--- src/rtl/core/ddo_pkg.sv ---
// ----------------------------------------------------------------------------
// ddo_pkg
// shared types, constants and tables of the differential drive odometry
// ----------------------------------------------------------------------------
package ddo_pkg;

    localparam int unsigned CordicStepsDef = 16;
    localparam logic [31:0] RstLin  = 32'd541596;
    localparam logic [31:0] RstAng  = 32'd663058;
    localparam logic [9:0]  RstRate = 10'd125;
    localparam logic signed [33:0] StartGain = 34'sd652032874;

    // constant divisors and their reciprocals scaled by 2^RecipShift
    localparam logic [19:0] DivLong    = 20'd1000000;
    localparam logic [19:0] DivShort   = 20'd15625;
    localparam logic [22:0] RecipLong  = 23'd68719;
    localparam logic [22:0] RecipShort = 23'd4398046;
    localparam int unsigned RecipShift = 36;

    localparam logic [1:0] KIND_TICK    = 2'd0;
    localparam logic [1:0] KIND_SET_POSE = 2'd1;
    localparam logic [1:0] KIND_SET_HEAD = 2'd2;
    localparam logic [1:0] KIND_INVALID  = 2'd3;

    localparam logic [1:0] REG_LIN  = 2'd0;
    localparam logic [1:0] REG_ANG  = 2'd1;
    localparam logic [1:0] REG_RATE = 2'd2;

    typedef enum logic [3:0] {
        S_IDLE, S_VL, S_VA, S_DIST, S_DH, S_DIV, S_COR, S_DX, S_DY, S_DONE
    } t_state;

    // cordic control between sequencer and rotator
    typedef struct packed {
        logic start;
        logic [31:0] angle;
    } t_cor_ctl;

    function automatic logic [31:0] atan_lut(input logic [4:0] i);
        logic [31:0] r;
        case (i)
            5'd0:  r = 32'h20000000; 5'd1:  r = 32'h12E4051E;
            5'd2:  r = 32'h09FB385B; 5'd3:  r = 32'h051111D4;
            5'd4:  r = 32'h028B0D43; 5'd5:  r = 32'h0145D7E1;
            5'd6:  r = 32'h00A2F61E; 5'd7:  r = 32'h00517C55;
            5'd8:  r = 32'h0028BE53; 5'd9:  r = 32'h00145F2F;
            5'd10: r = 32'h000A2F98; 5'd11: r = 32'h000517CC;
            5'd12: r = 32'h00028BE6; 5'd13: r = 32'h000145F3;
            5'd14: r = 32'h0000A2F9; 5'd15: r = 32'h0000517D;
            5'd16: r = 32'h000028BE; 5'd17: r = 32'h0000145F;
            5'd18: r = 32'h00000A30; 5'd19: r = 32'h00000518;
            5'd20: r = 32'h0000028C; 5'd21: r = 32'h00000146;
            5'd22: r = 32'h000000A3; 5'd23: r = 32'h00000051;
            5'd24: r = 32'h00000029; 5'd25: r = 32'h00000014;
            5'd26: r = 32'h0000000A; 5'd27: r = 32'h00000005;
            5'd28: r = 32'h00000003; 5'd29: r = 32'h00000001;
            5'd30: r = 32'h00000001;
            default: r = 32'h00000000;
        endcase
        return r;
    endfunction

endpackage

--- src/rtl/core/ddo_divider.sv ---
// ----------------------------------------------------------------------------
// ddo_divider
// divides a nonnegative 64-bit value by 1000000 or 15625, four 16-bit digits,
// each from a reciprocal estimate and one correction, in an estimate phase then a correction phase
// ----------------------------------------------------------------------------
module ddo_divider (
    input  logic        i_clk,
    input  logic        i_rst_n,
    input  logic        i_start,
    input  logic        i_short,
    input  logic [63:0] i_num,
    output logic        o_done,
    output logic [63:0] o_quo
);
    logic        r_busy;
    logic        r_ph;
    logic        r_short;
    logic [1:0]  r_cnt;
    logic [63:0] r_num;
    logic [63:0] r_q;
    logic [19:0] r_rem;
    logic [35:0] r_v;
    logic [15:0] r_est;
    logic [19:0] w_den;
    logic [22:0] w_recip;
    logic [35:0] w_v;
    logic [58:0] w_prod;
    logic [35:0] w_r;
    logic        w_fix;
    logic [35:0] w_rn;
    logic [15:0] w_digit;

    assign w_den   = r_short ? ddo_pkg::DivShort : ddo_pkg::DivLong;
    assign w_recip = r_short ? ddo_pkg::RecipShort : ddo_pkg::RecipLong;

    // partial remainder with the next digit of the numerator
    assign w_v    = {r_rem, r_num[63:48]};
    assign w_prod = 59'(w_v) * 59'(w_recip);

    // estimate is low by at most one
    assign w_r     = r_v - 36'(r_est) * 36'(w_den);
    assign w_fix   = (w_r >= 36'(w_den));
    assign w_rn    = w_fix ? w_r - 36'(w_den) : w_r;
    assign w_digit = r_est + 16'(w_fix);

    always_ff @(posedge i_clk) begin
        if (!i_rst_n) begin
            r_busy <= 1'b0;
            r_ph   <= 1'b0;
            r_cnt  <= '0;
        end else if (i_start) begin
            r_busy <= 1'b1;
            r_ph   <= 1'b0;
            r_cnt  <= '0;
        end else if (r_busy) begin
            r_ph <= !r_ph;
            if (r_ph) begin
                r_cnt <= r_cnt + 2'd1;
                if (r_cnt == 2'd3) r_busy <= 1'b0;
            end
        end
        if (i_start) begin
            r_num   <= i_num;
            r_rem   <= '0;
            r_q     <= '0;
            r_short <= i_short;
        end else if (r_busy) begin
            if (!r_ph) begin
                r_v   <= w_v;
                r_est <= w_prod[ddo_pkg::RecipShift +: 16];
                r_num <= {r_num[47:0], 16'd0};
            end else begin
                r_rem <= w_rn[19:0];
                r_q   <= {r_q[47:0], w_digit};
            end
        end
    end

    assign o_done = r_busy && r_ph && (r_cnt == 2'd3);
    assign o_quo  = {r_q[47:0], w_digit};
endmodule

--- config.mk ---
export PLATFORM = sky130hd
export DESIGN_NAME = ddo_divider
export DESIGN_NICKNAME = d
export VERILOG_FILES = /design/src/rtl/core/ddo_pkg.sv /design/src/rtl/core/ddo_divider.sv
export SDC_FILE = /design/constraint.sdc
export NUM_CORES = 2
export LEC_CHECK = 0
export ABC_AREA = 1
export BUFFER_PORTS_ARGS = -buffer_cell sky130_fd_sc_hd__buf_2
export CAP_MARGIN = 20
export CORE_AREA = 2 2 338 340
export DETAILED_ROUTE_END_ITERATION = 10
export DIE_AREA = 0 0 340 342
export PLACE_DENSITY = 0.46
export SETUP_SLACK_MARGIN = 0.1
export SLEW_MARGIN = 20
export SYNTH_ARGS = -nofsm -noshare
export SYNTH_HDL_FRONTEND = slang
export SYNTH_SLANG_ARGS = --single-unit
--- constraint.sdc ---
create_clock -name i_clk -period 31.6 [get_ports i_clk]
set_clock_uncertainty 0.05 [all_clocks]
set_input_delay 6.32 -clock i_clk [delete_from_list [all_inputs] [get_ports i_clk]]
set_output_delay 6.32 -clock i_clk [all_outputs]
set_load 0.03 [all_outputs]
* Word-level counts from Yosys, hierarchy flattened
Index checks and enable logic that the tools add are counted.
Operators by class: multipliers 2, order comparisons 1, reductions and logical operators 8, bitwise operators 3, multiplexer cells 10, equality and inequality tests 2, add/sub/neg operators 4
Operators with widths (count):
- $mux 64 | 3
- $mul 36x23->52 | 1
- $mux 20 | 2
- $ge 36x20->1 | 1
- $mul 16x20->36 | 1
- $sub 36x36->36 | 1
- $mux 23 | 1
- $sub 20x20->20 | 1
- $add 16x1->16 | 1
- $mux 1 | 4
- $reduce_and 2->1 | 2
- $not 1->1 | 3
- $reduce_and 3->1 | 1
- $add 2x1->2 const B | 1
- $eq 2x2->1 const B | 1
- $logic_and 1x1->1 | 2
- $ne 2x2->1 const B | 1
- $reduce_bool 2->1 | 1
- $reduce_or 2->1 | 1
- $logic_not 1->1 | 1
Storage, ports and cells: output and inout bits 65, input bits 68, bits in registers 189

* Depth between registers and ports, before layout
depth after elaboration 5, gate-level depth with buffers 49, mapped depth without buffers 46

* Worst setup path after synthesis
Ideal clock, no wire load.
kind register to output, from reg r_short, to out o_quo[14], path buffers 4, arrival time 8582 ps, path slack 16648 ps, stages on the path, launching flop included 39, required time 25230 ps, cell sequence edfxtp_1 clkbuf_1 clkbuf_1 buf_1 nand2_1 fa_1 inv_1 fa_1 ha_1 inv_1 fa_1 fa_1 inv_1 fa_1 inv_1 ha_1 nand2_1 nor2_1 [3 not listed] xor2_1 ha_1 inv_1 o31a_1 nand4_1 nor2_1 nand3_1 nor2_4 nand3_4 buf_6 ha_1 ha_1 nand3_1 nor3_1 nand4_1 nor4_1 nand3_1 xor2_1
Between the ends: word-level cells in the longest chain between the ends 5
Ends and longest elaborated chain:
- start: declaration | RTL line ddo_divider.sv:17 | logic r_short;
- start signal: assignment | RTL line ddo_divider.sv:66 | r_short <= i_short;
- $mux 20 * | RTL line ddo_divider.sv:33 | assign w_den = r_short ? ddo_pkg::DivShort : ddo_pkg::DivLong;
- $mul 16x20->36 | RTL line ddo_divider.sv:41 | assign w_r = r_v - 36'(r_est) * 36'(w_den);
- $sub 36x36->36 | RTL line ddo_divider.sv:41
- $ge 36x20->1 * | RTL line ddo_divider.sv:42 | assign w_fix = (w_r >= 36'(w_den));
- $add 16x1->16 * | RTL line ddo_divider.sv:44 | assign w_digit = r_est + 16'(w_fix);
- end: declaration | RTL line ddo_divider.sv:13 | output logic [63:0] o_quo
Mark *: on every way between the ends. The rest lies on a longest branch, timed or not.

* Worst setup path in the final report
Ends and elaborated chain as after synthesis.

==> impl_metrics.py <==
metrics = {
    "logic_synthesis": {
        "synth_cell_types": 48,
        "synth_top_family_by_area": "adder cells",
        "syn_area_mm2": 0.0336,
        "synth_area_leaders": "fa_1 (35%), ha_1 (16%), inv_1 (13%)",
        "avgSynthCellArea_um2": 8.63,
        "yosysSeqAreaShare": 0.148,
        "async_flop_share": 0,
        "synth_compound_area_frac": 0.0550,
        "synthCells": 3893,
        "synth_mux_area_frac": 0,
        "yosysTopAreaCellShare": 0.351,
        "synth_seq_cells": 189,
        "synthFlopType": "edfxtp_1",
        "synth_edf_count": 117,
        "synth-simple-area-share": 0.129,
        "synth-adder-area-share": 0.513,
        "synth_warnings": 0,
        "yosys.area_share.xor_xnor": 0.0188,
        "synth_common_cells": "inv_1 (1126), nand2_1 (659), fa_1 (589), ha_1 (435), nor2_1 (220)",
        "yosys.area.top_type": "fa_1",
        "yosysMostFrequentCell": "inv_1",
    },
    "cts": {
        "postCtsSetupRepairBufs": 0,
        "clk_pin_slew_ps": 80,
        "cts_tree": "yes",
        "cts_hold_buf": 0,
        "ctsRootBufferMaster": "clkbuf_16",
        "numCtsBuffers": 17,
        "cts_buffer_depth": 2,
        "clk_latency_ps": 480,
        "clock-sinks": 189,
        "htreeDepth": 4,
        "post_cts_resized": 0,
    },
    "min_path": {
        "hold_class": "reg -> reg",
        "min_from": "r_q[3]",
    },
    "timing": {
        "finalSetupViolations": 0,
        "worstMarginPinSlew_ps": 943,
        "min_period_ps": 16840,
        "clock.fmax_ghz": 0.0594,
        "period_share": 0.533,
        "maxSlewViolCount": 0,
        "max_slew_margin": 0.371,
        "fin_setup_tns_ps": 0,
        "grt_setup_unrepaired": "false",
        "final_hold_viol_count": 0,
    },
    "die": {
        "die_x_um": 340,
        "start_util": 0.297,
        "die_y_um": 342,
        "die_area_mm2": 0.116,
        "rows": 124,
        "coreArea_mm2": 0.113,
        "ioPinCount": 133,
    },
    "setup_path": {
        "path_max_fanout": 63,
        "arrival_ps": 10470,
        "crit_top_cell": "inv_1",
        "crit_required_ps": 25230,
        "regToRegStartpoint": "r_short",
        "worstSetupPathType": "reg -> out",
        "endpoint_kind": "output port",
        "max_stage_delay_ps": 850,
        "slowest_stage": "edfxtp_1",
        "critPathLaunch": "r_short",
        "startpoint_type": "flop",
    },
    "global_route": {
        "grt_pass1_wl_um": 163000,
        "grt_pass1_vias": 26300,
        "antenna_found_initial": 0,
        "overflow": 0,
        "grt_util_all_layers": 0.186,
        "grt_max_degree": 85,
    },
    "layout": {
        "area_delta_synth_final_pct": 8.80,
        "antenna_cells": 0,
        "nets": 5075,
        "drive_gt1_frac": 0.0516,
    },
    "detailed_routing": {
        "drt_iter0_markers": 1477,
        "post_drt_wl_per_cell_um": 19.3,
        "dr.pass1.iters": 5,
        "via_count": 24600,
        "drt-total-wl_um": 106000,
        "viasPerCell": 4.46,
        "drc": 0,
        "postRouteAntennaNets": 0,
    },
    "place": {
        "dp_hpwl_um": 93400,
        "gp_congestion": 0.911,
        "port_buffers": 132,
    },
    "status": {
        "run_status": "finished clean",
    },
    "run": {
        "cap_violations": 0,
    },
}
==> layout make-up <==
cell class / count / area, um^2
clock inverter: 15 / 181
multi-input combinational: 2507 / 24100
clock buffer: 17 / 425
inverter: 1127 / 4230
fill: 12100 / 76600
tap: 1512 / 1890
sequential: 189 / 4950
timing repair buffer: 141 / 731
==> path summary, 6_finish.rpt <==
check / endpoint / slack [ps] / cells after the start
max: o_quo[14] / 14760 / 36
min: r_q[19] / 420 / 2
max reg2reg: r_q[14] / 21540 / 37
min reg2reg: r_q[19] / 420 / 2
==> sequential cells by signal, indices dropped and copies added, names as in the netlist <==
name     count
r_busy       1
r_q         48
r_num       64
r_ph         1
r_short      1
r_cnt        2
r_est       16
r_v         36
r_rem       20
==> kinds of logic (layout without fill, tap and decap cells) <==
logic type	after synthesis	after routing
adder cells (fa/ha/maj)	1024	1024
other	2	16
AND/OR/NAND/NOR	1051	1051
flip-flops	189	189
buffers and inverters	1211	1300
XOR/XNOR	72	72
AO/OA/AOI/OAI	344	344
==> metrics by stage <==
| stage | instance area, um^2 | utilization | setup slack, ps | std cells | hold WS, ps |
|---|---|---|---|---|---|
| 4_1_cts | 36500 | 0.323 | 14710 | 5508 | 417 |
| 2_1_floorplan | 33600 | - | 16650 | 3907 | 393 |
| 3_3_place_gp | 35900 | 0.318 | 15480 | 5476 | 407 |
| 6_report | 36500 | 0.323 | 14760 | 5508 | 417 |
| 3_5_place_dp | 35900 | 0.318 | 15270 | 5476 | 412 |
| 5_1_grt | 36500 | 0.323 | 14060 | 5508 | 445 |
==> cells in the final DEF, fill, tap and decap left out, types with 5 or more instances in the layout <==
cell type	instances
fa_1	589
a21oi_1	168
o21a_1	7
nand4_1	31
xnor2_1	16
clkinv_8	5
clkbuf_16	17
conb_1	16
nand3b_1	5
a31oi_1	9
inv_1	1124
nor4_1	13
buf_4	10
buf_2	131
o21ai_0	122
nand2_2	7
nand2_1	657
nor2_1	219
o211ai_1	6
a21o_1	11
dfxtp_1	72
ha_1	435
nor3_1	12
edfxtp_1	117
o21bai_1	7
nand3_1	81
xor2_1	56
==> routing by layer <==
layer / vias to the layer above / track usage / wire [um]
li1: 11800 / - / -
met1: 12300 / 0.256 / 49000
met2: 412 / 0.320 / 52300
met4: 0 / 0.0287 / 1240
met3: 66 / 0.0214 / 3880
met5: - / 0 / 0
==> critical path, delay by kind of cell, from the launching register on <==
kind | cells | cell delay, ps
buffers and inverters | 8 | 1330
adder cells (fa/ha/maj) | 10 | 3920
XOR/XNOR | 2 | 510
AO/OA/AOI/OAI | 4 | 900
AND/OR/NAND/NOR | 12 | 2440
flip-flops | 1 | 850
Power is left out: the tool's default activity adds up to more than one toggle a clock period on the data nets, which glitch-free logic cannot reach.
