--- src/rtl/core/ddo_pkg.sv ---
// ----------------------------------------------------------------------------
// ddo_pkg
// shared types, constants and tables of the differential drive odometry
// ----------------------------------------------------------------------------
package ddo_pkg;

    localparam int unsigned CordicStepsDef = 16;
    localparam logic [31:0] RstLin  = 32'd541596;
    localparam logic [31:0] RstAng  = 32'd663058;
    localparam logic [9:0]  RstRate = 10'd125;
    localparam logic signed [33:0] StartGain = 34'sd652032874;

    // constant divisors and their reciprocals scaled by 2^RecipShift
    localparam logic [19:0] DivLong    = 20'd1000000;
    localparam logic [19:0] DivShort   = 20'd15625;
    localparam logic [22:0] RecipLong  = 23'd68719;
    localparam logic [22:0] RecipShort = 23'd4398046;
    localparam int unsigned RecipShift = 36;

    localparam logic [1:0] KIND_TICK    = 2'd0;
    localparam logic [1:0] KIND_SET_POSE = 2'd1;
    localparam logic [1:0] KIND_SET_HEAD = 2'd2;
    localparam logic [1:0] KIND_INVALID  = 2'd3;

    localparam logic [1:0] REG_LIN  = 2'd0;
    localparam logic [1:0] REG_ANG  = 2'd1;
    localparam logic [1:0] REG_RATE = 2'd2;

    typedef enum logic [3:0] {
        S_IDLE, S_VL, S_VA, S_DIST, S_DH, S_DIV, S_COR, S_DX, S_DY, S_DONE
    } t_state;

    // cordic control between sequencer and rotator
    typedef struct packed {
        logic start;
        logic [31:0] angle;
    } t_cor_ctl;

    function automatic logic [31:0] atan_lut(input logic [4:0] i);
        logic [31:0] r;
        case (i)
            5'd0:  r = 32'h20000000; 5'd1:  r = 32'h12E4051E;
            5'd2:  r = 32'h09FB385B; 5'd3:  r = 32'h051111D4;
            5'd4:  r = 32'h028B0D43; 5'd5:  r = 32'h0145D7E1;
            5'd6:  r = 32'h00A2F61E; 5'd7:  r = 32'h00517C55;
            5'd8:  r = 32'h0028BE53; 5'd9:  r = 32'h00145F2F;
            5'd10: r = 32'h000A2F98; 5'd11: r = 32'h000517CC;
            5'd12: r = 32'h00028BE6; 5'd13: r = 32'h000145F3;
            5'd14: r = 32'h0000A2F9; 5'd15: r = 32'h0000517D;
            5'd16: r = 32'h000028BE; 5'd17: r = 32'h0000145F;
            5'd18: r = 32'h00000A30; 5'd19: r = 32'h00000518;
            5'd20: r = 32'h0000028C; 5'd21: r = 32'h00000146;
            5'd22: r = 32'h000000A3; 5'd23: r = 32'h00000051;
            5'd24: r = 32'h00000029; 5'd25: r = 32'h00000014;
            5'd26: r = 32'h0000000A; 5'd27: r = 32'h00000005;
            5'd28: r = 32'h00000003; 5'd29: r = 32'h00000001;
            5'd30: r = 32'h00000001;
            default: r = 32'h00000000;
        endcase
        return r;
    endfunction

endpackage

--- src/rtl/core/ddo_cordic.sv ---
// ----------------------------------------------------------------------------
// ddo_cordic
// iterative cordic rotator, one micro-rotation per cycle
// ----------------------------------------------------------------------------
module ddo_cordic #(
    parameter int unsigned CORDIC_STEPS = ddo_pkg::CordicStepsDef
) (
    input  logic              i_clk,
    input  logic              i_rst_n,
    input  ddo_pkg::t_cor_ctl i_ctl,
    output logic              o_done,
    output logic signed [33:0] o_cos,
    output logic signed [33:0] o_sin
);
    localparam int unsigned CW = $clog2(CORDIC_STEPS + 1);

    logic              r_busy, n_busy;
    logic              r_done, n_done;
    logic [CW-1:0]     r_i, n_i;
    logic              r_flip, n_flip;
    logic signed [33:0] r_x, n_x, r_y, n_y;
    logic signed [32:0] r_z, n_z;
    logic signed [33:0] w_xs, w_ys;
    logic [31:0]       w_a;

    assign w_xs = r_x >>> r_i;
    assign w_ys = r_y >>> r_i;

    always_comb begin
        n_busy = r_busy;
        n_done = 1'b0;
        n_i    = r_i;
        n_flip = r_flip;
        n_x    = r_x;
        n_y    = r_y;
        n_z    = r_z;
        w_a    = i_ctl.angle + 32'h40000000;
        if (i_ctl.start) begin
            n_flip = w_a[31];
            n_busy = 1'b1;
            n_i    = '0;
            n_x    = ddo_pkg::StartGain;
            n_y    = '0;
            n_z    = w_a[31] ? 33'(signed'(i_ctl.angle + 32'h80000000))
                             : 33'(signed'(i_ctl.angle));
        end else if (r_busy) begin
            if (r_z >= 0) begin
                n_x = r_x - w_ys;
                n_y = r_y + w_xs;
                n_z = r_z - 33'(ddo_pkg::atan_lut(5'(r_i)));
            end else begin
                n_x = r_x + w_ys;
                n_y = r_y - w_xs;
                n_z = r_z + 33'(ddo_pkg::atan_lut(5'(r_i)));
            end
            n_i = r_i + 1'b1;
            if (r_i == CW'(CORDIC_STEPS - 1)) begin
                n_busy = 1'b0;
                n_done = 1'b1;
            end
        end
    end

    always_ff @(posedge i_clk) begin
        if (!i_rst_n) begin
            r_busy <= 1'b0;
            r_done <= 1'b0;
            r_i    <= '0;
        end else begin
            r_busy <= n_busy;
            r_done <= n_done;
            r_i    <= n_i;
        end
        r_flip <= n_flip;
        r_x    <= n_x;
        r_y    <= n_y;
        r_z    <= n_z;
    end

    // done the cycle after the last rotation, vector is final then
    assign o_done = r_done;
    assign o_cos  = r_flip ? -r_x : r_x;
    assign o_sin  = r_flip ? -r_y : r_y;
endmodule

--- config.mk ---
export PLATFORM = sky130hd
export DESIGN_NAME = ddo_cordic
export DESIGN_NICKNAME = d
export VERILOG_FILES = /design/src/rtl/core/ddo_pkg.sv /design/src/rtl/core/ddo_cordic.sv
export SDC_FILE = /design/constraint.sdc
export NUM_CORES = 1
export LEC_CHECK = 0
export ABC_AREA = 0
export BUFFER_PORTS_ARGS = -buffer_cell sky130_fd_sc_hd__clkbuf_2
export CORE_MARGIN = 2
export CORE_UTILIZATION = 30
export DETAILED_ROUTE_END_ITERATION = 12
export MAX_ROUTING_LAYER = met4
export PLACE_DENSITY = 0.56
export SLEW_MARGIN = 20
export SYNTH_ARGS = -nofsm -noshare
export SYNTH_HDL_FRONTEND = slang
export SYNTH_SLANG_ARGS = --single-unit
--- constraint.sdc ---
create_clock -name i_clk -period 12.1 [get_ports i_clk]
set_input_delay 2.42 -clock i_clk [delete_from_list [all_inputs] [get_ports i_clk]]
set_output_delay 2.42 -clock i_clk [all_outputs]
set_load 0.05 [all_outputs]
; Yosys cells after proc, flatten, opt, wreduce, memory -nomap -nowiden
; Memory sizes are Yosys's and may differ from the RTL's. A register that Yosys moved wholly into a read port is not among the register bits.
; Index checks and enable logic that the tools add are counted.
[totals]
regBits = 109
mem_bits_ro = 1920
input_bits = 35
n_memories = 2
wordCells = 51
output_inout_bits = 69
[memory_table]
columns = name, words, word_bits, rd, rd_clocked_by_memory_dff, write_ports, line
row1 = (no name shown), 32, 30, 1, 1, 0, ddo_pkg.sv:41  ; case (i)
row2 = (no name shown), 32, 30, 1, 1, 0, ddo_pkg.sv:41
[classes]
n_reduce_logical = 3
n_bitwise = 2
shifts = 2
eq_ne = 1
addsub = 11
muxes = 22
n_lt_le_gt_ge = 1
[ops]
columns = operator, count
row1 = 32-bit two-way mux, 6
row2 = 34-bit two-way mux, 4
row3 = 33-bit two-way mux, 4
row4 = 34-bit adder, 2
row5 = 34-bit negator, 2
row6 = 34-bit by 5-bit >>> shifter with 34-bit output, 2
row7 = 34-bit subtractor, 2
row8 = 33-bit by 32-bit adder with 33-bit output, 1
row9 = 33-bit by 1-bit greater-or-equal comparator with 1-bit output (second input constant), 1
row10 = 33-bit by 32-bit subtractor with 33-bit output, 1
row11 = 32-bit by 31-bit adder with 32-bit output (second input constant), 1
row12 = 32-bit adder (second input constant), 1
row13 = 5-bit two-way mux, 4
row14 = 5-bit by 1-bit adder with 5-bit output (second input constant), 1
row15 = 5-bit by 4-bit equality test with 1-bit output (second input constant), 1
row16 = 1-bit two-way mux, 4
row17 = 3-bit OR reduction, 1
row18 = 1-bit inverter, 2
row19 = 2-bit nonzero test, 1
row20 = 2-bit OR reduction, 1

; Longest topological paths before layout
; Gate-level depths: netlist of run 1.
[depth]
ltp_word = 8
depth_mapped = 31
mapped_depth_nobuf = 23

; Least setup slack after synthesis of run 1
; No wires, ideal clock.
[synth_path]
path_kind = register to register
from = register r_i[4]
to = register r_y[33]
synth_period_minus_slack_ps = 6142
stages_incl_launch_ff = 29
arrival_ps = 6022
path_buffers = 8
setup_slack_ps = 5958
setup_time_ps = 121
required_ps = 11979
path_cell_list = dfxtp_1 -> clkbuf_1 -> clkbuf_1 -> buf_4 -> buf_2 -> buf_1 -> buf_4 -> clkbuf_1 -> a311oi_1 -> a21oi_1 -> ha_1 -> o2111a_1 -> or4b_4 -> or2_1 -> buf_2 -> nor3_1 -> o31a_1 -> o21ai_0 -> ha_1 -> nand3_1 -> nor3_1 -> nand3_1 -> nor4_1 -> o21a_1 -> a31o_2 -> a211oi_1 -> or3_1 -> mux2i_1 -> mux2_2
[synth_via]
elab_chain_len = 3
elab_cells_between_ends = 4
classes_between = add/sub: 2 / shift: 1 / mux: 1
[synth_lines]
columns = item, line
row1 = from (decl), ddo_cordic.sv:19  ; logic [CW-1:0] r_i, n_i;
row2 = from (signal assigned), ddo_cordic.sv:72  ; r_i <= n_i;
row3 = 34-bit by 5-bit >>> shifter with 34-bit output *, ddo_cordic.sv:26  ; assign w_xs = r_x >>> r_i;
row4 = 34-bit subtractor or 34-bit adder (tied branches), "ddo_cordic.sv:53, ddo_cordic.sv:49"
row5 = 34-bit two-way mux *, ddo_cordic.sv:47  ; if (r_z >= 0) begin
row6 = to (signal assigned), ddo_cordic.sv:76  ; r_y <= n_y;
row7 = to (decl), ddo_cordic.sv:21  ; logic signed [33:0] r_x, n_x, r_y, n_y;
; Mark *: on every way between the ends. The rest lies on a longest branch, timed or not.
; A chain may end at the register's enable or synchronous reset.

; Worst setup path in the final report of run 1
[layout_path]
from = register r_i[1]
to = register r_y[33]
; Same word-level chain as after synthesis.

==> impl_metrics.env, run 1 <==
export IMPL_hold_ws_ns=0.5765
export IMPL_yosysTopAreaCellShare_pct=10.89
export IMPL_routed_wl_mm=69.43
export IMPL_yosysTopAreaCell="dfxtp_1"
export IMPL_yosys_warnings=0
export IMPL_synth_fp_nets=2511
export IMPL_grt_max_degree=77
export IMPL_min_period_ns=7.647
export IMPL_path_clk_slew_ns=0.07
export IMPL_reg2reg_from="r_i[1]"
export IMPL_worstHoldStart="r_x[0]"
export IMPL_async_flop_share_pct=0
export IMPL_cap_viol_max_count=0
export IMPL_pin_count=104
export IMPL_core_um2=64000
export IMPL_worstSetupPathType="flip-flop to flip-flop"
export IMPL_areaGrowthSynthToFinish_pct=7.108
export IMPL_drtIter0Drc=1765
export IMPL_yosysMostFrequentCell="nand2_1"
export IMPL_min_to="r_x[0]"
export IMPL_drc=0
export IMPL_yosys_top_cells_count="nand2_1, o21ai_0, nor2_1"
export IMPL_cts_buffers=17
export IMPL_dieArea_um2=66410
export IMPL_portBuffers=103
export IMPL_synth_seq_cells=139
export IMPL_wl_per_cell_um=21.80
export IMPL_p_leak_nw=7.955
export IMPL_crit_arrival_ns=8.03
export IMPL_maxSlewViolCount=0
export IMPL_worstMarginPinSlew_ns=1.056
export IMPL_reg2regPathDepth=22
export IMPL_ir_drop_uv=148.0
export IMPL_syn_inst=2361
export IMPL_drtAntennaViolNets=0
export IMPL_start_util_pct=30.17
export IMPL_crit_path_max_fanout=76
export IMPL_use_met3_pct=2.876
export IMPL_grt_total_usage_pct=21.19
export IMPL_cp_required_ns=12.48
export IMPL_global_route_usage_met2_pct=35.07
export IMPL_ctsRootBufferMaster="clkbuf_16"
export IMPL_top_usage_layer="met2"
export IMPL_vias=18620
export IMPL_grt_pass1_vias=17610
export IMPL_r2r_slack_ns=4.45
export IMPL_pwr_share_comb_pct=77.4
export IMPL_antennaDiodeCount=0
export IMPL_switching_power_mw=3.814
export IMPL_setup_worst_path_start_class="flip-flop"
export IMPL_rsz0062_at_grt="no"
export IMPL_chipHeight_um=257.7
export IMPL_status="complete, no violations"
export IMPL_htree_levels=4
export IMPL_rr_endpoint="r_y[33]"
export IMPL_slew_headroom_pct=29.58
export IMPL_placed_area_um2=20110
export IMPL_cts_buffer_depth=2
export IMPL_gp_congestion=0.9788
export IMPL_synth_cell_types=101
export IMPL_final_nets=2467
export IMPL_postLayoutCoreUtil_pct=32.32
export IMPL_synth_edf_count=34
export IMPL_critPathSlowestCell="buf_4"
export IMPL_syn_area_um2=19310
export IMPL_switching_share_pct=55.39
export IMPL_num_rows=93
export IMPL_die_w_um=257.7
export IMPL_p_per_area_nw_per_um2=332.9
export IMPL_critPathBufInv=1
export IMPL_drive_gt1_share_pct=13.69
export IMPL_skew_ns=0.02009
export IMPL_cts_tree="built"
export IMPL_fmax_mhz=130.8
export IMPL_finalSetupViolCount=0
export IMPL_final_hold_viol_count=0
export IMPL_whs_path_depth=2
export IMPL_grt_pass1_wl_mm=106.9
export IMPL_cts_setup_buffers=0
export IMPL_p_int_mw=3.071
export IMPL_fin_crit_sh_pct=63.20
export IMPL_synthTopCellsByArea="dfxtp_1, mux4_2, ha_1"
export IMPL_cp_end_kind="flip-flop"
export IMPL_cts_sinks=139
export IMPL_min_path_type="flip-flop to flip-flop"
export IMPL_p_clk_share_pct=7.9
export IMPL_synth_main_ff_cell="dfxtp_1"
export IMPL_via_per_inst=5.847
export IMPL_dr_pass1_iters=6
export IMPL_fin_setup_tns_ns=0
export IMPL_cts_resized=0
export IMPL_worstPathCellList="buf_4 > mux4_1 > mux2_2 > or3_1 > a211o_1 > or2_1 > or4b_4 > or2_1 > nor3_1 > o31a_1 > o21ai_0 > ha_1 > nand3_1 > nor3_1 > nand3_1 > nor4_1 > o21a_1 > a31o_2 > a211oi_1 > or3_1 > mux2i_1 > mux2_2"
export IMPL_hpwl_mm=51.61
export IMPL_antenna_found_initial=0
export IMPL_cpLargestDelayFamily="simple AND/OR/NAND/NOR gates"
export IMPL_cts_hold_buffers=0
export IMPL_seqPwrFrac_pct=14.7
export IMPL_total_power_mw=6.885
export IMPL_clkLatencyLatePin_ns=0.50
export IMPL_fillers=6818
export IMPL_grt_use_met1_pct=25.99
export IMPL_grt_remaining_overflow=0
export IMPL_cpPeakStageDelay_ns=0.88
export IMPL_final_area_um2=20680
export IMPL_synth_area_per_cell_um2=8.179
export IMPL_yosysSeqAreaShare_pct=16.17
[cells by family after synthesis]
group | count (synthesis) | share of synthesized area (%)
AND/OR/NAND/NOR | 729 | 18.50
AO/OA/AOI/OAI | 694 | 23.55
buffers and inverters | 246 | 6.272
XOR/XNOR | 225 | 10.20
multiplexers | 213 | 17.73
flip-flops | 139 | 16.17
adder cells (fa/ha/maj) | 115 | 7.568
[cells in the final DEF, fill, tap and decap left out, types with 77 or more instances in the layout]
master    netlist  layout
xnor2_1       143     143
clkbuf_2        0     102
nand2_1       246     246
a21oi_1       146     146
o21ai_0       172     172
dfxtp_1       105      99
mux2i_1        77      77
ha_1          112     112
xor2_1         82      82
nor2_1        170     170
mux4_2         78      78
[worst max-delay path by stage]
stage / from / end / slack [ns] / cells after the start
global route: r_i[1] / r_y[33] / 3.87 / 23
finish: r_i[1] / r_y[33] / 4.45 / 22
global placement: r_i[1] / r_y[33] / 4.64 / 22
detailed placement: r_i[1] / r_y[33] / 4.46 / 22
floorplan: r_i[4] / r_y[33] / 5.96 / 28
CTS: r_i[1] / r_y[33] / 4.45 / 22
[metal layers]
metal / wire length (um) / share of wire (%)
met5: 0 / 0
met4: 2741 / 3.9
met3: 3487 / 5.0
met2: 33450 / 48
met1: 29750 / 43
[worst register-to-register path: stages, from the launching register on]
cell and delay [ns]:
dfxtp_4 0.78, buf_4 0.89, mux4_1 0.65, mux2_2 0.34
or3_1 0.33, a211o_1 0.27, or2_1 0.27, or4b_4 0.59
or2_1 0.34, nor3_1 0.28, o31a_1 0.17, o21ai_0 0.08
ha_1 0.39, nand3_1 0.13, nor3_1 0.20, nand3_1 0.09
nor4_1 0.38, o21a_1 0.21, a31o_2 0.21, a211oi_1 0.09
or3_1 0.34, mux2i_1 0.15, mux2_2 0.34
[power groups by stage]
stage | clock, mW | combinational, mW | sequential, mW
2_1_floorplan | 0 | 4.35 | 0.739
3_3_place_gp | 0 | 5.21 | 1.00
3_5_place_dp | 0 | 5.28 | 1.01
4_1_cts | 0.564 | 5.32 | 1.00
5_1_grt | 0.574 | 5.85 | 1.04
6_report | 0.543 | 5.33 | 1.01
[cell type report]
type | count | area [um2] | share of cell area [%]
multi-input combinational | 1976 | 14980 | 72.41
sequential | 139 | 3141 | 15.18
tap | 855 | 1070 | 5.172
timing repair buffer | 131 | 728.2 | 3.521
clock inverter | 14 | 133.9 | 0.6473
clock buffer | 18 | 439.2 | 2.123
inverter | 52 | 195.2 | 0.9437
[stage by stage]
stage	setup WS (ns)	cells
finish	4.453	3185
global placement	4.639	3153
global route	3.869	3185
CTS	4.452	3185
floorplan	5.958	2361
detailed placement	4.459	3153
No activity file was read; power rests on OpenSTA's default activity.
==> inputs of run 2 (changes only) <==
Settings changed: ABC_AREA 0 to 1.
Clock period 12.1 ns to 7.1 ns, I/O delays scaled along.
==> impl_metrics.env, run 2 <==
export IMPL_ir_drop_uv=210.8
export IMPL_vias=20350
export IMPL_synth_fp_nets=3245
export IMPL_worstSetupPathType="flip-flop to flip-flop"
export IMPL_slew_headroom_pct=34.18
export IMPL_antenna_found_initial=1
export IMPL_placed_area_um2=19340
export IMPL_reg2regPathDepth=30
export IMPL_synth_main_ff_cell="dfxtp_1"
export IMPL_cp_required_ns=7.49
export IMPL_dr_pass1_iters=6
export IMPL_synthTopCellsByArea="nand2_1, nand3_1, dfxtp_1"
export IMPL_synth_cell_types=60
export IMPL_final_nets=3255
export IMPL_p_leak_nw=9.794
export IMPL_cts_buffer_depth=2
export IMPL_skew_ns=0.02110
export IMPL_crit_path_frequent_cell="nand2_1"
export IMPL_setup_worst_path_start_class="flip-flop"
export IMPL_num_rows=90
export IMPL_drc=0
export IMPL_cp_end_kind="flip-flop"
export IMPL_final_hold_viol_count=0
export IMPL_yosysMostFrequentCell="nand2_1"
export IMPL_most_common_layout_cells="nand2_1, nand3_1, nor2_1"
export IMPL_chipHeight_um=251.0
export IMPL_wl_per_cell_um=17.30
export IMPL_grt_remaining_overflow=0
export IMPL_cpPeakStageDelay_ns=0.56
export IMPL_syn_area_um2=18300
export IMPL_areaGrowthSynthToFinish_pct=8.895
export IMPL_clkLatencyLatePin_ns=0.51
export IMPL_grt_pass1_wl_mm=105.9
export IMPL_syn_inst=3095
export IMPL_drtIter0Drc=1653
export IMPL_pin_count=104
export IMPL_worstMarginPinSlew_ns=0.9873
export IMPL_yosysSeqAreaShare_pct=17.07
export IMPL_min_path_type="flip-flop to flip-flop"
export IMPL_drtAntennaViolNets=0
export IMPL_final_common_cell="nand2_1"
export IMPL_start_util_pct=30.32
export IMPL_cts_tree="built"
export IMPL_portBuffers=103
export IMPL_path_clk_slew_ns=0.07
export IMPL_grt_max_degree=70
export IMPL_cts_buffers=17
export IMPL_antennaDiodeCount=0
export IMPL_cap_viol_max_count=0
export IMPL_cts_setup_buffers=0
export IMPL_p_per_area_nw_per_um2=427.6
export IMPL_grt_pass1_vias=19120
export IMPL_yosys_warnings=0
export IMPL_rsz0062_at_grt="no"
export IMPL_yosysTopAreaCell="nand2_1"
export IMPL_cp_startpoint="r_i[0]"
export IMPL_crit_path_max_fanout=44
export IMPL_fin_crit_sh_pct=76.50
export IMPL_fin_setup_tns_ns=0
export IMPL_finalSetupViolCount=0
export IMPL_ctsRootBufferMaster="clkbuf_16"
export IMPL_dieArea_um2=62990
export IMPL_gp_congestion=0.9465
export IMPL_cts_resized=0
export IMPL_htree_levels=4
export IMPL_crit_path_end="r_y[32]"
export IMPL_maxSlewViolCount=0
export IMPL_drive_gt1_share_pct=8.275
export IMPL_async_flop_share_pct=0
export IMPL_status="complete, no violations"
export IMPL_yosys_top_cells_count="nand2_1, nand3_1, inv_1, nor2_1, a21oi_1"
export IMPL_min_period_ns=5.431
export IMPL_cts_hold_buffers=0
export IMPL_core_um2=60360
export IMPL_synth_edf_count=34
export IMPL_synth_seq_cells=139
export IMPL_cts_sinks=139
export IMPL_critPathSlowestCell="inv_2"
export IMPL_rr_endpoint="r_y[32]"
export IMPL_synth_area_per_cell_um2=5.913
export IMPL_via_per_inst=5.218
export IMPL_hpwl_mm=52.49
export IMPL_reg2reg_from="r_i[0]"
export IMPL_r2r_slack_ns=1.67
export IMPL_final_area_um2=19930
export IMPL_grt_total_usage_pct=21.86
export IMPL_crit_arrival_ns=5.83
export IMPL_die_w_um=251.0
export IMPL_yosysTopAreaCellShare_pct=15.86
export IMPL_fmax_mhz=184.1
export IMPL_routed_wl_mm=67.47
==> run 2: cell count changes in the layout (fill, tap and decap cells not counted), moves of 32 or more <==
cell / delta
mux2i_1: -77
a21o_1: -41
nor2_1: +133
mux4_2: -78
o31ai_1: -32
inv_1: +250
nand2b_1: -43
xor2_1: +50
a21oi_1: +42
nand3_1: +409
mux2_2: -39
xnor2_1: -90
nand2_1: +527
==> run 2: kinds of logic (layout without fill, tap and decap cells) <==
kind of cell             count (synthesis)  in the layout  synth area share, %
AO/OA/AOI/OAI                          500            500                15.55
buffers and inverters                  451            474                9.982
AND/OR/NAND/NOR                       1705           1705                40.56
flip-flops                             139            139                17.07
adder cells (fa/ha/maj)                115            115                7.986
XOR/XNOR                               185            185                8.854
==> run 2: worst min path at each step <==
stage,from,endpoint,slack [ns],depth (start not counted)
6_report,r_y[0],r_y[0],0.59,2
5_1_grt,r_y[0],r_y[0],0.66,2
4_1_cts,r_y[0],r_y[0],0.60,2
3_5_place_dp,r_y[0],r_y[0],0.59,2
3_3_place_gp,r_y[0],r_y[0],0.57,2
2_1_floorplan,r_y[0],r_y[0],0.51,2
==> run 2: cell type report <==
| cell class | count | area (um2) |
|---|---|---|
| Fill cell | 6834 | 40430 |
| Multi-Input combinational cell | 2505 | 13350 |
| Sequential cell | 139 | 3129 |
| Inverter | 314 | 1179 |
| Tap cell | 782 | 978.4 |
| Timing Repair Buffer | 128 | 703.2 |
| Clock buffer | 18 | 450.4 |
| Clock inverter | 14 | 137.6 |
==> run 2: where the power goes <==
part | switching, mW | internal, mW
Sequential | 0.346 | 1.02
Combinational | 4.17 | 2.03
Clock | 0.473 | 0.486
Total | 4.99 | 3.54
==> run 2: worst max-delay path, delay by kind of cell, from the launching register on <==
| family | cells | cell delay [ns] |
|---|---|---|
| XOR/XNOR | 1 | 0.19 |
| flip-flops | 1 | 0.33 |
| buffers and inverters | 6 | 1.22 |
| AO/OA/AOI/OAI | 7 | 1.16 |
| AND/OR/NAND/NOR | 14 | 1.88 |
| adder cells (fa/ha/maj) | 2 | 0.55 |
==> run 2: metrics by stage <==
step           util (%)  worst slack (ns)  hold slack (ns)  power, mW  cells
4_1_cts           33.02             1.661           0.6008      8.506   3900
5_1_grt           33.02             1.085           0.6590      9.350   3900
3_5_place_dp      32.04             1.722           0.5927      7.506   3868
3_3_place_gp      32.04             1.861           0.5665      7.518   3868
6_report          33.02             1.669           0.5935      8.521   3900
2_1_floorplan         -             2.749           0.5110      5.987   3095
==> run 2: routing by layer <==
metal	GRT usage (%)	wire [um]	vias up
met4	8.435	2150	0
li1	-	-	10360
met3	3.303	3998	109
met1	28.77	31320	9266
met5	-	0	-
met2	33.71	30000	613
==> inputs of run 3 (changes only) <==
Settings changed: PLACE_DENSITY 0.56 to 0.58.
Clock period 7.1 ns to 4.98 ns, I/O delays scaled along.
==> impl_metrics.env, run 3 (synthesized netlist as in run 2, its figures left out) <==
export IMPL_core_um2=60360
export IMPL_status="complete, no violations"
export IMPL_crit_path_max_fanout=34
export IMPL_path_depth=29
export IMPL_p_per_area_nw_per_um2=602.0
export IMPL_cp_required_ns=5.36
export IMPL_dieArea_um2=62990
export IMPL_skew_ns=0.01264
export IMPL_reg2regPathDepth=29
export IMPL_grt_pass1_wl_mm=106.1
export IMPL_drtIter0Drc=2237
export IMPL_drc=0
export IMPL_ir_drop_uv=309.9
export IMPL_hold_ws_ns=0.6030
export IMPL_most_common_layout_cells="nand2_1, nand3_1, inv_1, nor2_1, a21oi_1"
export IMPL_hpwl_mm=53.37
export IMPL_drtAntennaViolNets=0
export IMPL_rr_endpoint="r_y[32]"
export IMPL_ctsRootBufferMaster="clkbuf_16"
export IMPL_crit_path_end="r_y[32]"
export IMPL_crit_arrival_ns=5.05
export IMPL_postLayoutCoreUtil_pct=34.27
export IMPL_die_w_um=251.0
export IMPL_cpLargestDelayFamily="simple AND/OR/NAND/NOR gates"
export IMPL_worstHoldStart="r_y[0]"
export IMPL_critPathSlowestCell="dfxtp_2"
export IMPL_grt_pass1_vias=18940
export IMPL_final_nets=3320
export IMPL_cts_setup_buffers=0
export IMPL_portBuffers=103
export IMPL_htree_levels=4
export IMPL_antenna_found_initial=1
export IMPL_cts_buffers=17
export IMPL_via_per_inst=5.233
export IMPL_cts_hold_buffers=0
export IMPL_final_area_um2=20680
export IMPL_fin_crit_sh_pct=93.89
export IMPL_min_period_ns=4.676
export IMPL_cpPeakStageDelay_ns=0.40
export IMPL_cts_sinks=139
export IMPL_cap_viol_max_count=0
export IMPL_clkLatencyLatePin_ns=0.49
export IMPL_worstSetupPathType="flip-flop to flip-flop"
export IMPL_p_leak_nw=10.18
export IMPL_grt_max_degree=68
export IMPL_dp_slack_ns=0.1282
export IMPL_wl_per_cell_um=17.18
export IMPL_worstMarginPinSlew_ns=1.126
export IMPL_gp_congestion=0.9803
export IMPL_start_util_pct=30.32
export IMPL_min_path_type="flip-flop to flip-flop"
export IMPL_cts_tree="built"
export IMPL_final_hold_viol_count=0
export IMPL_cp_startpoint="r_i[0]"
export IMPL_r2r_slack_ns=0.30
export IMPL_dr_pass1_iters=6
export IMPL_drive_gt1_share_pct=10.74
export IMPL_fmax_mhz=213.9
export IMPL_path_clk_slew_ns=0.06
export IMPL_areaGrowthSynthToFinish_pct=13.03
export IMPL_chipHeight_um=251.0
export IMPL_reg2reg_from="r_i[0]"
export IMPL_fillers=6732
export IMPL_maxSlewViolCount=0
export IMPL_finalSetupViolCount=0
export IMPL_cts_resized=0
export IMPL_grt_total_usage_pct=21.92
export IMPL_crit_path_frequent_cell="nand3_1"
export IMPL_rsz0062_at_grt="yes"
export IMPL_critPathBufInv=7
export IMPL_num_rows=90
export IMPL_setup_worst_path_start_class="flip-flop"
export IMPL_placed_area_um2=19980
export IMPL_grt_remaining_overflow=0
export IMPL_final_common_cell="nand2_1"
export IMPL_vias=20760
export IMPL_cp_end_kind="flip-flop"
export IMPL_pin_count=104
export IMPL_cts_buffer_depth=2
export IMPL_routed_wl_mm=68.14
export IMPL_fin_ws_ns=0.3044
export IMPL_slew_headroom_pct=24.96
run 3: cell types whose count changed in the layout (fill, tap and decap cells not counted), sizes merged:
cell    change
diode       +2
bufinv      +1
clkinv      +3
clkbuf      -1
inv         -5
buf        +67
run 3: stage by stage:
stage / power, mW / std cells / setup TNS [ns]
final: 12.45 / 3967 / 0
after global routing: 13.61 / 3966 / -0.2287
after floorplan: 8.536 / 3095 / 0
after global placement: 10.94 / 3933 / 0
after CTS: 12.31 / 3965 / 0
after detailed placement: 10.91 / 3933 / 0
run 3: layout make-up:
class	count	area, um2	area share (%)
timing repair buffer	193	1358	6.563
antenna	2	5.005	0.02420
sequential	139	3129	15.13
clock buffer	19	454.2	2.196
inverter	314	1179	5.698
tap	782	978.4	4.730
clock inverter	13	132.6	0.6412
multi-input combinational	2505	13450	65.02
run 3: how the worst min path moves through the flow:
stage	end	slack, ns	cells after the start
finish	r_y[0]	0.60	2
global route	r_y[0]	0.62	2
CTS	r_y[0]	0.60	2
floorplan	r_y[0]	0.51	2
detailed placement	r_y[0]	0.59	2
global placement	r_y[0]	0.57	2
run 3: layer usage:
layer  wire length, um  vias to the layer above  share of wire [%]  GRT usage, %
li1                  -                    10480                  -             -
met3              4668                       88                6.9         3.883
met2             29150                      682                 43         32.13
met1             32590                     9508                 48         30.48
met5                 0                        -                  0             -
met4              1727                        0                2.5         6.786
run 3: worst register-to-register path, delay by kind of cell, from the launching register on:
family,cells,cell delay (ns)
DFF,1,0.40
buffers and inverters,7,0.60
xor gates and xnor gates,1,0.17
adders and majority gates,2,0.52
AOI/OAI and AO/OA,6,1.02
and+or+nand+nor,13,1.86
run 3: power breakdown:
| part | leakage [nW] | internal, mW | switching (mW) |
|---|---|---|---|
| clock network | 0.281 | 0.725 | 0.607 |
| registers | 1.21 | 1.46 | 0.344 |
| logic | 8.68 | 3.08 | 6.23 |
| total | 10.2 | 5.27 | 7.18 |
